File: src/design/lbsr_pkg.sv
// ----------------------------------------------------------------------------
// LED bar segment renderer package
// Shared types and constants for the front end, the queue and the back end.
// ----------------------------------------------------------------------------
package lbsr_pkg;

  // Action codes of a render request.
  localparam logic [2:0] ACT_NONE   = 3'd0;
  localparam logic [2:0] ACT_BOTTOM = 3'd1;
  localparam logic [2:0] ACT_TOP    = 3'd2;
  localparam logic [2:0] ACT_MIDDLE = 3'd3;
  localparam logic [2:0] ACT_STATIC = 3'd4;
  localparam logic [2:0] ACT_RANDOM = 3'd5;

  // Option bits.
  localparam int OPT_INVERT   = 0;
  localparam int OPT_MODULATE = 1;
  localparam int OPT_NO_OFF   = 2;

  localparam logic [9:0] LEVEL_MAX  = 10'd1023;
  localparam int         TABLE_DEPTH = 64;
  localparam int         THR_W      = 10;

  // One prepared job handed from the front end to the back end.
  typedef struct packed {
    logic        is_table;
    logic [9:0]  first_led;
    logic [6:0]  led_count;
    logic [2:0]  action;
    logic [3:0]  spacing;
    logic        write_off;
    logic [23:0] fore_color;
    logic [23:0] back_color;
    logic [6:0]  nfill;
    logic [9:0]  level;
    logic [5:0]  table_index;
    logic [9:0]  table_value;
  } job_t;

endpackage

File: src/design/led_bar_segment_renderer.sv
// ----------------------------------------------------------------------------
// LED bar segment renderer
// Turns a segment request into one pixel result per LED, in fill order.
// ----------------------------------------------------------------------------
// A render request passes the front end, the queue and the back end; with
//   colour modulation the front end first runs 3 channels through a divider.
// The back end gives one result per cycle while it walks a segment and takes
//   a new request from the queue only once the walk is done; the queue lets
//   the front end prepare the next request meanwhile.
// Reset clears all control state; the threshold table is not cleared.
module led_bar_segment_renderer #(
  parameter int MAX_SEGMENT_LEDS = 64
) (
  input  logic        clk,
  input  logic        rst_n,
  input  logic        start,
  output logic        busy,
  input  logic        in_cmd,
  input  logic [9:0]  in_first_led,
  input  logic [6:0]  in_led_count,
  input  logic [2:0]  in_action,
  input  logic [3:0]  in_spacing,
  input  logic [2:0]  in_options,
  input  logic [23:0] in_fore_color,
  input  logic [23:0] in_back_color,
  input  logic [9:0]  in_level,
  input  logic [5:0]  in_table_index,
  input  logic [9:0]  in_table_value,
  output logic        out_valid,
  output logic [10:0] out_pixel_index,
  output logic [23:0] out_pixel_color,
  output logic        out_write_enable,
  output logic        out_last
);

  lbsr_pkg::job_t push_job, head_job;
  logic           push, pop, q_empty, q_full;

  // Request front end.
  lbsr_front #(
    .MAX_SEGMENT_LEDS (MAX_SEGMENT_LEDS)
  ) u_front (
    .clk            (clk),
    .rst_n          (rst_n),
    .start          (start),
    .busy           (busy),
    .in_cmd         (in_cmd),
    .in_first_led   (in_first_led),
    .in_led_count   (in_led_count),
    .in_action      (in_action),
    .in_spacing     (in_spacing),
    .in_options     (in_options),
    .in_fore_color  (in_fore_color),
    .in_back_color  (in_back_color),
    .in_level       (in_level),
    .in_table_index (in_table_index),
    .in_table_value (in_table_value),
    .q_full         (q_full),
    .q_push         (push),
    .q_job          (push_job)
  );

  // Job queue.
  lbsr_queue u_queue (
    .clk      (clk),
    .rst_n    (rst_n),
    .push     (push),
    .push_job (push_job),
    .pop      (pop),
    .head_job (head_job),
    .empty    (q_empty),
    .full     (q_full)
  );

  // Pixel back end.
  lbsr_back u_back (
    .clk              (clk),
    .rst_n            (rst_n),
    .q_empty          (q_empty),
    .q_job            (head_job),
    .q_pop            (pop),
    .out_valid        (out_valid),
    .out_pixel_index  (out_pixel_index),
    .out_pixel_color  (out_pixel_color),
    .out_write_enable (out_write_enable),
    .out_last         (out_last)
  );

endmodule

File: src/design/lbsr_ram.sv
// ----------------------------------------------------------------------------
// Generic single-port-write RAM
// One write port and one read port with registered read data.
// ----------------------------------------------------------------------------
module lbsr_ram #(
  parameter int WIDTH = 10,
  parameter int DEPTH = 64
) (
  input  logic                     clk,
  input  logic                     we,
  input  logic [$clog2(DEPTH)-1:0] waddr,
  input  logic [WIDTH-1:0]         wdata,
  input  logic [$clog2(DEPTH)-1:0] raddr,
  output logic [WIDTH-1:0]         rdata
);

  logic [WIDTH-1:0] mem_r [DEPTH];
  logic [WIDTH-1:0] rdata_r;

  // Storage and registered read.
  always_ff @(posedge clk) begin
    if (we) begin
      mem_r[waddr] <= wdata;
    end
    rdata_r <= mem_r[raddr];
  end

  assign rdata = rdata_r;

endmodule

File: src/design/lbsr_queue.sv
// ----------------------------------------------------------------------------
// Job queue
// Two-entry FIFO between the front end and the back end.
// ----------------------------------------------------------------------------
module lbsr_queue (
  input  logic           clk,
  input  logic           rst_n,
  input  logic           push,
  input  lbsr_pkg::job_t push_job,
  input  logic           pop,
  output lbsr_pkg::job_t head_job,
  output logic           empty,
  output logic           full
);

  lbsr_pkg::job_t mem_r [2];
  logic       wr_ptr_r, wr_ptr_nxt;
  logic       rd_ptr_r, rd_ptr_nxt;
  logic [1:0] cnt_r, cnt_nxt;

  // Pointer and fill count update.
  always_comb begin
    wr_ptr_nxt = push ? ~wr_ptr_r : wr_ptr_r;
    rd_ptr_nxt = pop ? ~rd_ptr_r : rd_ptr_r;
    cnt_nxt    = cnt_r + {1'b0, push} - {1'b0, pop};
  end

  always_ff @(posedge clk) begin
    if (!rst_n) begin
      wr_ptr_r <= 1'b0;
      rd_ptr_r <= 1'b0;
      cnt_r    <= 2'd0;
    end else begin
      wr_ptr_r <= wr_ptr_nxt;
      rd_ptr_r <= rd_ptr_nxt;
      cnt_r    <= cnt_nxt;
    end
  end

  // Entry storage.
  always_ff @(posedge clk) begin
    if (push) begin
      mem_r[wr_ptr_r] <= push_job;
    end
  end

  assign head_job = mem_r[rd_ptr_r];
  assign empty    = (cnt_r == 2'd0);
  assign full     = (cnt_r == 2'd2);

endmodule

File: src/design/lbsr_front.sv
// ----------------------------------------------------------------------------
// Front end
// Accepts requests, scales the level to a lit count, optionally blends the
// colour with an iterative divider and pushes each valid job into the queue.
// ----------------------------------------------------------------------------
module lbsr_front #(
  parameter int MAX_SEGMENT_LEDS = 64
) (
  input  logic           clk,
  input  logic           rst_n,
  input  logic           start,
  output logic           busy,
  input  logic           in_cmd,
  input  logic [9:0]     in_first_led,
  input  logic [6:0]     in_led_count,
  input  logic [2:0]     in_action,
  input  logic [3:0]     in_spacing,
  input  logic [2:0]     in_options,
  input  logic [23:0]    in_fore_color,
  input  logic [23:0]    in_back_color,
  input  logic [9:0]     in_level,
  input  logic [5:0]     in_table_index,
  input  logic [9:0]     in_table_value,
  input  logic           q_full,
  output logic           q_push,
  output lbsr_pkg::job_t q_job
);

  localparam logic [2:0] ST_IDLE = 3'd0;
  localparam logic [2:0] ST_MUL  = 3'd1;
  localparam logic [2:0] ST_DSET = 3'd2;
  localparam logic [2:0] ST_DRUN = 3'd3;
  localparam logic [2:0] ST_DFIN = 3'd4;
  localparam logic [2:0] ST_PUSH = 3'd5;

  logic [2:0]     state_r, state_nxt;
  lbsr_pkg::job_t job_r, job_nxt;
  logic           modulate_r, modulate_nxt;
  logic [1:0]     ch_r, ch_nxt;
  logic [3:0]     it_r, it_nxt;
  logic [13:0]    dvd_r, dvd_nxt;
  logic [6:0]     rem_r, rem_nxt;
  logic           neg_r, neg_nxt;

  logic           accept;
  logic [6:0]     cnt_sat;
  logic [9:0]     lvl_eff;
  logic           act_ok;
  logic [16:0]    scaled;
  logic [6:0]     lit;
  logic [7:0]     f_ch, b_ch;
  logic [8:0]     diff;
  logic [7:0]     mag;
  logic [14:0]    prod;
  logic [7:0]     rem_sh;
  logic           ge;
  logic [7:0]     blend;

  assign accept = start && !busy;
  assign busy   = (state_r != ST_IDLE) || q_full;

  always_comb begin
    // Request classification.
    cnt_sat = (in_led_count > 7'(MAX_SEGMENT_LEDS)) ? 7'(MAX_SEGMENT_LEDS) : in_led_count;
    lvl_eff = in_options[lbsr_pkg::OPT_INVERT] ? (lbsr_pkg::LEVEL_MAX - in_level) : in_level;
    act_ok  = (in_action == lbsr_pkg::ACT_BOTTOM) || (in_action == lbsr_pkg::ACT_TOP) ||
              (in_action == lbsr_pkg::ACT_MIDDLE) || (in_action == lbsr_pkg::ACT_STATIC) ||
              (in_action == lbsr_pkg::ACT_RANDOM);

    // Level scaling to the lit count.
    scaled = job_r.level * ({10'd0, job_r.led_count} + 17'd1);
    lit    = (scaled[16:10] > job_r.led_count) ? job_r.led_count : scaled[16:10];

    // Colour blend datapath for the current channel.
    f_ch   = job_r.fore_color[ch_r*8 +: 8];
    b_ch   = job_r.back_color[ch_r*8 +: 8];
    diff   = {1'b0, f_ch} - {1'b0, b_ch};
    mag    = diff[8] ? 8'(-diff) : diff[7:0];
    prod   = mag * job_r.nfill;
    rem_sh = {rem_r, dvd_r[13]};
    ge     = rem_sh >= {1'b0, job_r.led_count};
    blend  = neg_r ? (b_ch - dvd_r[7:0]) : (b_ch + dvd_r[7:0]);

    state_nxt    = state_r;
    job_nxt      = job_r;
    modulate_nxt = modulate_r;
    ch_nxt       = ch_r;
    it_nxt       = it_r;
    dvd_nxt      = dvd_r;
    rem_nxt      = rem_r;
    neg_nxt      = neg_r;

    case (state_r)
      ST_IDLE: begin
        if (accept) begin
          job_nxt.is_table    = in_cmd;
          job_nxt.first_led   = in_first_led;
          job_nxt.led_count   = cnt_sat;
          job_nxt.action      = in_action;
          job_nxt.spacing     = in_spacing;
          job_nxt.write_off   = !in_options[lbsr_pkg::OPT_NO_OFF];
          job_nxt.fore_color  = in_fore_color;
          job_nxt.back_color  = in_back_color;
          job_nxt.nfill       = 7'd0;
          job_nxt.level       = lvl_eff;
          job_nxt.table_index = in_table_index;
          job_nxt.table_value = in_table_value;
          modulate_nxt        = in_options[lbsr_pkg::OPT_MODULATE];
          if (in_cmd) begin
            state_nxt = ST_PUSH;
          end else if (cnt_sat != 7'd0 && act_ok) begin
            state_nxt = ST_MUL;
          end
        end
      end
      ST_MUL: begin
        // nfill holds the lit count during the blend.
        job_nxt.nfill = lit;
        ch_nxt        = 2'd0;
        state_nxt     = modulate_r ? ST_DSET : ST_PUSH;
        if (!modulate_r) begin
          if (job_r.action == lbsr_pkg::ACT_STATIC || job_r.action == lbsr_pkg::ACT_RANDOM) begin
            job_nxt.nfill = job_r.led_count;
          end
        end
      end
      ST_DSET: begin
        dvd_nxt   = prod[13:0];
        neg_nxt   = diff[8];
        rem_nxt   = 7'd0;
        it_nxt    = 4'd0;
        state_nxt = ST_DRUN;
      end
      ST_DRUN: begin
        // One restoring division step per cycle.
        rem_nxt = ge ? 7'(rem_sh - {1'b0, job_r.led_count}) : rem_sh[6:0];
        dvd_nxt = {dvd_r[12:0], ge};
        it_nxt  = it_r + 4'd1;
        if (it_r == 4'd13) begin
          state_nxt = ST_DFIN;
        end
      end
      ST_DFIN: begin
        job_nxt.fore_color[ch_r*8 +: 8] = blend;
        ch_nxt = ch_r + 2'd1;
        if (ch_r == 2'd2) begin
          state_nxt = ST_PUSH;
          if (job_r.action == lbsr_pkg::ACT_STATIC || job_r.action == lbsr_pkg::ACT_RANDOM) begin
            job_nxt.nfill = job_r.led_count;
          end
        end else begin
          state_nxt = ST_DSET;
        end
      end
      ST_PUSH: begin
        if (!q_full) begin
          state_nxt = ST_IDLE;
        end
      end
      default: begin
        state_nxt = ST_IDLE;
      end
    endcase
  end

  always_ff @(posedge clk) begin
    if (!rst_n) begin
      state_r <= ST_IDLE;
    end else begin
      state_r <= state_nxt;
    end
  end

  // Payload registers.
  always_ff @(posedge clk) begin
    job_r      <= job_nxt;
    modulate_r <= modulate_nxt;
    ch_r       <= ch_nxt;
    it_r       <= it_nxt;
    dvd_r      <= dvd_nxt;
    rem_r      <= rem_nxt;
    neg_r      <= neg_nxt;
  end

  assign q_push = (state_r == ST_PUSH) && !q_full;
  assign q_job  = job_r;

endmodule

File: src/design/lbsr_back.sv
// ----------------------------------------------------------------------------
// Back end
// Pops jobs, writes threshold entries and walks a segment one LED per cycle.
// ----------------------------------------------------------------------------
module lbsr_back (
  input  logic           clk,
  input  logic           rst_n,
  input  logic           q_empty,
  input  lbsr_pkg::job_t q_job,
  output logic           q_pop,
  output logic           out_valid,
  output logic [10:0]    out_pixel_index,
  output logic [23:0]    out_pixel_color,
  output logic           out_write_enable,
  output logic           out_last
);

  lbsr_pkg::job_t job_r, job_nxt;
  logic           run_r, run_nxt;
  logic [6:0]     k_r, k_nxt;
  logic [10:0]    pos_r, pos_nxt;
  logic [7:0]     step_r, step_nxt;
  logic [3:0]     space_r, space_nxt;

  logic           valid_r;
  logic [10:0]    idx_r;
  logic [23:0]    color_r;
  logic           we_r;
  logic           last_r;

  logic [23:0]    color;
  logic           lit_slot;
  logic           we;
  logic           last;
  logic [7:0]     step_mid;
  logic [9:0]     thr;
  logic           tbl_we;
  logic [5:0]     raddr;

  assign q_pop  = !run_r && !q_empty;
  assign tbl_we = q_pop && q_job.is_table;
  assign raddr  = k_nxt[5:0];

  lbsr_ram #(
    .WIDTH (lbsr_pkg::THR_W),
    .DEPTH (lbsr_pkg::TABLE_DEPTH)
  ) u_thr (
    .clk   (clk),
    .we    (tbl_we),
    .waddr (q_job.table_index),
    .wdata (q_job.table_value),
    .raddr (raddr),
    .rdata (thr)
  );

  always_comb begin
    // Per-LED result.
    color    = (job_r.nfill > k_r) ? job_r.fore_color : job_r.back_color;
    lit_slot = (space_r == 4'd0);
    we       = lit_slot && ((color != 24'd0) || job_r.write_off);
    if (job_r.action == lbsr_pkg::ACT_RANDOM && thr > job_r.level) begin
      we = 1'b0;
    end
    last     = (k_r + 7'd1 == job_r.led_count);
    step_mid = $signed(step_r) <= 0 ? step_r - 8'd1 : step_r + 8'd1;

    job_nxt   = job_r;
    run_nxt   = run_r;
    k_nxt     = k_r;
    pos_nxt   = pos_r;
    step_nxt  = step_r;
    space_nxt = space_r;

    if (run_r) begin
      // Walk to the next LED in fill order.
      k_nxt = k_r + 7'd1;
      if (job_r.action == lbsr_pkg::ACT_MIDDLE) begin
        step_nxt = 8'(-step_mid);
        if ($signed(step_r) <= 0) begin
          space_nxt = lit_slot ? job_r.spacing : space_r - 4'd1;
        end
      end else begin
        space_nxt = lit_slot ? job_r.spacing : space_r - 4'd1;
      end
      pos_nxt = pos_r + {{3{step_nxt[7]}}, step_nxt};
      if (last) begin
        run_nxt = 1'b0;
        k_nxt   = 7'd0;
      end
    end else if (q_pop && !q_job.is_table) begin
      // Load a segment job.
      job_nxt   = q_job;
      run_nxt   = 1'b1;
      k_nxt     = 7'd0;
      space_nxt = 4'd0;
      case (q_job.action)
        lbsr_pkg::ACT_TOP: begin
          pos_nxt  = {1'b0, q_job.first_led} + {4'd0, q_job.led_count} - 11'd1;
          step_nxt = 8'hFF;
        end
        lbsr_pkg::ACT_MIDDLE: begin
          pos_nxt  = {1'b0, q_job.first_led} + {5'd0, 6'((q_job.led_count - 7'd1) >> 1)};
          step_nxt = 8'd0;
        end
        default: begin
          pos_nxt  = {1'b0, q_job.first_led};
          step_nxt = 8'd1;
        end
      endcase
    end
  end

  always_ff @(posedge clk) begin
    if (!rst_n) begin
      run_r   <= 1'b0;
      k_r     <= 7'd0;
      valid_r <= 1'b0;
    end else begin
      run_r   <= run_nxt;
      k_r     <= k_nxt;
      valid_r <= run_r;
    end
  end

  // Walk state and output register.
  always_ff @(posedge clk) begin
    job_r   <= job_nxt;
    pos_r   <= pos_nxt;
    step_r  <= step_nxt;
    space_r <= space_nxt;
    idx_r   <= pos_r;
    color_r <= color;
    we_r    <= we;
    last_r  <= last;
  end

  assign out_valid        = valid_r;
  assign out_pixel_index  = idx_r;
  assign out_pixel_color  = color_r;
  assign out_write_enable = we_r;
  assign out_last         = last_r;

  // The LED counter stays inside the segment.
  a_k_range: assert property (@(posedge clk) disable iff (!rst_n)
    run_r |-> (k_r < job_r.led_count)) else $error("LED counter beyond segment");

  // A job is only taken while no segment is being walked.
  a_pop_idle: assert property (@(posedge clk) disable iff (!rst_n)
    q_pop |-> !run_r) else $error("pop during segment walk");

  // The final LED of a segment ends the walk.
  a_last_end: assert property (@(posedge clk) disable iff (!rst_n)
    (valid_r && last_r) |-> !run_r) else $error("walk continues after last LED");

endmodule
File: config.mk
export PLATFORM = sky130hd
export DESIGN_NAME = led_bar_segment_renderer
export DESIGN_NICKNAME = d
export VERILOG_FILES = /design/src/design/lbsr_pkg.sv /design/src/design/led_bar_segment_renderer.sv /design/src/design/lbsr_ram.sv /design/src/design/lbsr_queue.sv /design/src/design/lbsr_front.sv /design/src/design/lbsr_back.sv
export SDC_FILE = /design/constraint.sdc
export NUM_CORES = 2
export LEC_CHECK = 0
export ABC_CLOCK_PERIOD_IN_PS = 16100
export BUFFER_PORTS_ARGS = -buffer_cell sky130_fd_sc_hd__buf_2
export CORE_ASPECT_RATIO = 0.7
export CORE_MARGIN = 4
export CORE_UTILIZATION = 45
export CTS_BUF_LIST = sky130_fd_sc_hd__clkbuf_8
export CTS_CLUSTER_DIAMETER = 80
export DETAILED_ROUTE_END_ITERATION = 8
export GPL_ROUTABILITY_DRIVEN = 0
export HOLD_SLACK_MARGIN = 0.05
export PLACE_DENSITY_LB_ADDON = 0.15
export SLEW_MARGIN = 5
export SYNTH_ARGS = -nofsm -noshare
export SYNTH_HDL_FRONTEND = slang
export SYNTH_SLANG_ARGS = --single-unit
File: constraint.sdc
create_clock -name clk -period 16.1 [get_ports clk]
set_input_delay 3.22 -clock clk [delete_from_list [all_inputs] [get_ports clk]]
set_output_delay 3.22 -clock clk [all_outputs]
set_load 0.02 [all_outputs]
; ---- Word-level counts from Yosys, hierarchy flattened
; Memories as Yosys holds them, arrays and structs flattened. A register that Yosys moved wholly into a read port is not among the register bits.
; Index checks and enable logic that the tools add are counted.
[totals]
n_memories = 2
latch_bits = 0
inputBits = 105
rom_bits = 0
ram_bits = 854
ff_bits = 292
[mem_list]
columns = name, depth, word_bits, rd, rd_clocked_by_memory_dff, wr, line
row1 = u_back.u_thr.mem_r, 64, 10, 1, 1, 1, lbsr_ram.sv:17  ; logic [WIDTH-1:0] mem_r [DEPTH];
row2 = u_queue.mem_r, 2, 107, 1, 1, 1, lbsr_queue.sv:16  ; lbsr_pkg::job_t mem_r [2];
[classes]
bitwise = 3
n_addsub = 22
n_reduce_logical = 38
shift = 4
n_mul = 2
eq_ne = 27
muxes = 53
order_cmp = 6
div_mod_pow = 0
[ops]
columns = op, n
row1 = 81-bit two-way mux, 1
row2 = 7-bit two-way mux, 10
row3 = 8-bit two-way mux, 7
row4 = 24-bit one-hot mux with 2 select lines, 1
row5 = 24-bit by 6-bit indexed part select with 8-bit output, 2
row6 = 5-bit negation with 34-bit output, 1
row7 = "8-bit by 34-bit variable shift with 24-bit output, first input constant", 1
row8 = 8-bit by 34-bit indexed part select with 24-bit output, 1
row9 = 14-bit one-hot mux with 2 select lines, 1
row10 = 24-bit bitwise mux, 1
row11 = 24-bit two-way mux, 1
row12 = 24-bit nonzero test, 1
row13 = 11-bit two-way mux, 2
row14 = 11-bit one-hot mux with 2 select lines, 1
row15 = "3-bit by 2-bit == test with 1-bit output, second input constant", 7
row16 = "3-bit == test, second input constant", 7
row17 = 3-bit two-way mux, 7
row18 = 7-bit one-hot mux with 3 select lines, 1
row19 = 4-bit two-way mux, 5
row20 = 3-bit one-hot mux with 6 select lines, 1
row21 = 10-bit by 17-bit multiplier with 17-bit output, 1
row22 = 8-bit negation, 2
row23 = 8-bit one-hot mux with 2 select lines, 1
row24 = 7-bit > comparator, 2
row25 = 49 further kinds, 90

; ---- Longest topological paths before layout
[depth]
word_depth = 10
depth_mapped = 35
depth_no_buf = 34

; ---- By module
; Synthesis repeated with hierarchy kept, for this count alone.
[unflattened]
cells_unflattened = 3201
area_unflattened_um2 = 51953.6
[by_module_without_submodules]
columns = mod, cells_per_inst, instances, seq_area_each_um2, area_per_inst_um2
row1 = lbsr_ram, 1118, 1, 19418.6, 25101.6
row2 = lbsr_front, 1051, 1, 4144.0, 11076.9
row3 = lbsr_queue, 354, 1, 6526.3, 8060.2
row4 = lbsr_back, 678, 1, 4013.8, 7714.9

; ---- Worst setup path before layout
; Ideal clock, no wire load.
[synth_timing]
kind = reg-to-reg
startpoint = reg u_front.state_r[2]
endpoint = mem u_queue.mem_r[0][0] (netlist bit), enable pin
setup_slack_ps = 7428
t_arrival_ps = 7965
setup_time_ps = 707
path_stages_with_launch = 4
path_buffers = 1
path_cell_list = dfxtp_1 clkbuf_1 nand2_1 nor3_1
[synth_between]
elab_chain_len = 4
[synth_rtl]
columns = element, line
row1 = start: declaration, lbsr_front.sv:36  ; logic [2:0] state_r, state_nxt;
row2 = start signal: assignment, lbsr_front.sv:170  ; state_r <= state_nxt;
row3 = 3-bit == test, lbsr_front.sv:185  ; assign q_push = (state_r == ST_PUSH) && !q_full;
row4 = 1-bit logical AND, lbsr_front.sv:185
row5 = 1-bit two-way mux, lbsr_queue.sv:42  ; if (push) begin
row6 = 1-bit two-way mux (not written as such), lbsr_queue.sv:43  ; mem_r[wr_ptr_r] <= push_job;
row7 = end: declaration, lbsr_queue.sv:16
; No other way between the ends.

; ---- Worst setup path after layout
[layout_timing]
startpoint = reg u_front.ch_r[0]
endpoint = reg u_front.dvd_r[13], data pin
[layout_between]
word_cells_on_any_way = 7
classes_between = add/sub: 2 / mul: 1 / shift: 2 / mux: 2
[layout_rtl]
columns = element, line
row1 = start: declaration, lbsr_front.sv:39  ; logic [1:0] ch_r, ch_nxt;
row2 = start signal: assignment, lbsr_front.sv:178  ; ch_r <= ch_nxt;
row3 = "24-bit by 6-bit indexed part select with 8-bit output, on equally long branches", "lbsr_front.sv:75, lbsr_front.sv:76"
row4 = 8-bit by 8-bit subtractor with 9-bit output (*), lbsr_front.sv:77  ; diff = {1'b0, f_ch} - {1'b0, b_ch};
row5 = net u_front.diff[8], lbsr_front.sv:52  ; logic [8:0] diff;
row6 = 8-bit two-way mux (*), lbsr_front.sv:78  ; mag = diff[8] ? 8'(-diff) : diff[7:0];
row7 = 8-bit by 7-bit multiplier with 14-bit output (*), lbsr_front.sv:79  ; prod = mag * job_r.nfill;
row8 = 14-bit one-hot mux with 2 select lines (*), lbsr_front.sv:93  ; case (state_r)
row9 = net u_front.dvd_nxt[13], lbsr_front.sv:41  ; logic [13:0] dvd_r, dvd_nxt;
row10 = end signal: assignment, lbsr_front.sv:180  ; dvd_r <= dvd_nxt;
row11 = end: declaration, lbsr_front.sv:41
; Mark *: on every way through the listed nets, which the timed path passes. The rest lies on a longest branch.
; A chain may end at the register's enable or synchronous reset.

==> run summary <==
Status -> completed
Global Route Usage Sum -> 21.2%
Worst-path maximum fanout -> 21
Vias per cell -> 5.44
Top FF cell, synth -> edfxtp_1
Synth area leader -> edfxtp_1
CP Launch Type -> register
Final nets -> 4414
Clock Sinks -> 1157
Async S/R FF share, synth -> 0%
Yosys reg bits -> 1157
Critical-path top delay cell -> nor2_1
Wirelength per Cell -> 22.5 um
Post-CTS resize count -> 0
Die width -> 413 um
Root Driver -> clkbuf_8
Syn-to-layout area delta -> 11.2%
# rows -> 103
Count of input and output buffers -> 143
Die Area -> 121000 sq um
Routed Antenna Nets -> 0
Post-layout min period -> 8720 ps
Worst setup EP type -> register
Setup CP Type -> reg -> reg
Final Cycle Share -> 54.2%
Setup bufs post-CTS -> 0
Setup violators final -> 0
Layout cells sized above 1 -> 13.5%
Grt total ovfl -> 0
Dpl hpwl -> 81000 um
Router iterations before antenna repair -> 6
Main area contributors after synthesis -> edfxtp_1 63%, nand2_1 4.5%, ha_1 4.0%, fa_1 3.1%, mux2_2 2.5%
Core ar. -> 113000 sq um
Post-synth top area share -> 63.5%
Hold Path Depth -> 0
Max Cap Viol -> 0
Syn_nets -> 4201
Post-synth EDFFs -> 1093
Reg clk slew, reported paths -> 60 ps
Synthesized instance count -> 3851
Worst path most repeated cell -> inv_1
Num CTS Buffers -> 177
Pins Over Slew Limit -> 0
Netlist Area Pre-Place -> 51700 sq um
Largest net degree at the start of global routing -> 156
CTS Hold Bufs -> 0
Boundary pin count -> 144
R2R depth -> 33
Critical Path RT -> 16780 ps
RSZ-0062 raised after global routing -> no
Setup TNS Final -> 0 ps
Synth unique cells -> 74
Via count -> 31200
Antenna violations before repair -> 3
Syn avg cell area -> 13.4 sq um
Seq/Total Area, Yosys -> 65.9%
Syn. warnings -> 0
Number of global-route vias before repair -> 29800
Drt drc -> 0
Hold Crit Class -> reg -> reg
Hold Vio Cnt, Final -> 0
Most common cell in the netlist -> edfxtp_1
Starting Density -> 45.6%
Worst-margin pin slew -> 1260 ps
Clock latency at the later pin of the worst-skew pair -> 860 ps
Fmax -> 0.115 GHz
CP max stage delay -> 810 ps
Worst Path Arrival -> 9400 ps
Total wire length -> 129000 um
CTS Buffer Depth -> 3
# fillers -> 9711
1st-iter DRT viols -> 3222
H-tree depth -> 4
Worst Clk Skew -> 29.9 ps
CTS tree -> built
Die height -> 292 um
Global-route wire length before repair -> 192000 um
Worst slew margin -> 15.6%
Top cells by count, synth -> 1093 x edfxtp_1, 625 x nand2_1, 243 x nand3_1
## area by class of cell
cell class                      instances  area, sq um  area share [%]
Tap cell                             1522         1900            3.31
Sequential cell                      1157        34100            59.3
Antenna cell                            2         5.00         0.00870
Clock buffer                          200         2750            4.79
Timing Repair Buffer                  195         1120            1.94
Inverter                              208          783            1.36
Clock inverter                        119          699            1.22
Multi-Input combinational cell       2325        16100            28.1
## per-stage QoR
stage | setup WS, ps | util, % | instances | hold WS, ps | instance area, sq um
6_report | 7380 | 50.7 | 5728 | 396 | 57500
3_3_place_gp | 7680 | 47.7 | 5407 | 387 | 54100
4_1_cts | 7480 | 50.7 | 5726 | 389 | 57500
5_1_grt | 6770 | 50.7 | 5727 | 403 | 57500
2_1_floorplan | 7430 | - | 3851 | 355 | 51700
3_5_place_dp | 7550 | 47.7 | 5407 | 369 | 54100
## final timing paths
| path | from | end | slack [ps] |
|---|---|---|---|
| setup / recovery | u_front.ch_r[0] | u_front.dvd_r[13] | 7380 |
| hold / removal | u_back.pos_r[10] | u_back.out_pixel_index[10] | 400 |
| setup reg to reg | u_front.ch_r[0] | u_front.dvd_r[13] | 7380 |
| hold reg to reg | u_back.pos_r[10] | u_back.out_pixel_index[10] | 400 |
## state kept, by name (all words and copies together) (netlist names), 3 cells and up, named ones only
name,cells
u_queue.mem_r,214
u_front.q_job,107
u_back.space_r,4
u_front.rem_r,7
u_back.step_r,8
u_front.dvd_r,14
u_back.u_thr.mem_r,640
u_front.state_r,3
u_back.job_r,80
u_back.pos_r,11
u_back.out_pixel_color,24
u_back.k_r,7
u_back.u_thr.rdata,10
u_back.out_pixel_index,11
u_front.it_r,4
## routing by layer
metal | GRT usage (%) | routed length, um
met5 | 0 | 0
met4 | 5.64 | 2200
met3 | 4.71 | 10900
met1 | 33.8 | 62900
met2 | 29.1 | 53100
## cell usage in the layout (no fill, tap or decap), types with 7 or more instances in the layout
cell,n
clkbuf_8,200
o221ai_1,32
xnor2_1,71
clkinvlp_4,7
buf_2,143
and3_1,10
clkinv_2,8
o221a_1,9
nor2_1,148
xor2_1,41
a21oi_1,81
a22o_1,30
nor4_1,8
a21o_1,22
and2_1,74
nand2_1,625
a32o_1,9
o21bai_1,10
nand4_1,50
a31oi_1,85
clkinv_1,21
nand2b_1,24
ha_1,164
mux2_2,116
o21ai_0,75
nor2b_1,45
o31ai_1,8
o21a_1,21
fa_1,81
dfxtp_1,63
nand3_1,243
bufinv_16,7
buf_4,51
mux2i_1,125
edfxtp_1,1093
o211ai_1,10
inv_1,279
nor3_1,23
## critical path: cells and delay by family, from the launching register on
family | cells | cell delay, ps
AO/OA/AOI/OAI | 12 | 2640
XOR/XNOR | 1 | 500
adder cells (fa/ha/maj) | 7 | 2740
buffers and inverters | 8 | 690
flip-flops | 1 | 750
AND/OR/NAND/NOR | 5 | 1230
## logic make-up (layout without fill, tap and decap cells)
group,count (synthesis),in the layout,synth area share (%)
buffers and inverters,369,722,2.97
adders and majority gates,245,245,7.10
and+or+nand+nor,1278,1278,11.1
AOI/OAI and AO/OA,445,445,5.86
muxes,242,242,4.97
xor gates and xnor gates,115,115,2.03
DFF,1157,1157,65.9
other,0,2,0
Power is not shown: default switching activity piles up to over one toggle a cycle in this logic, so the estimate is an artifact.
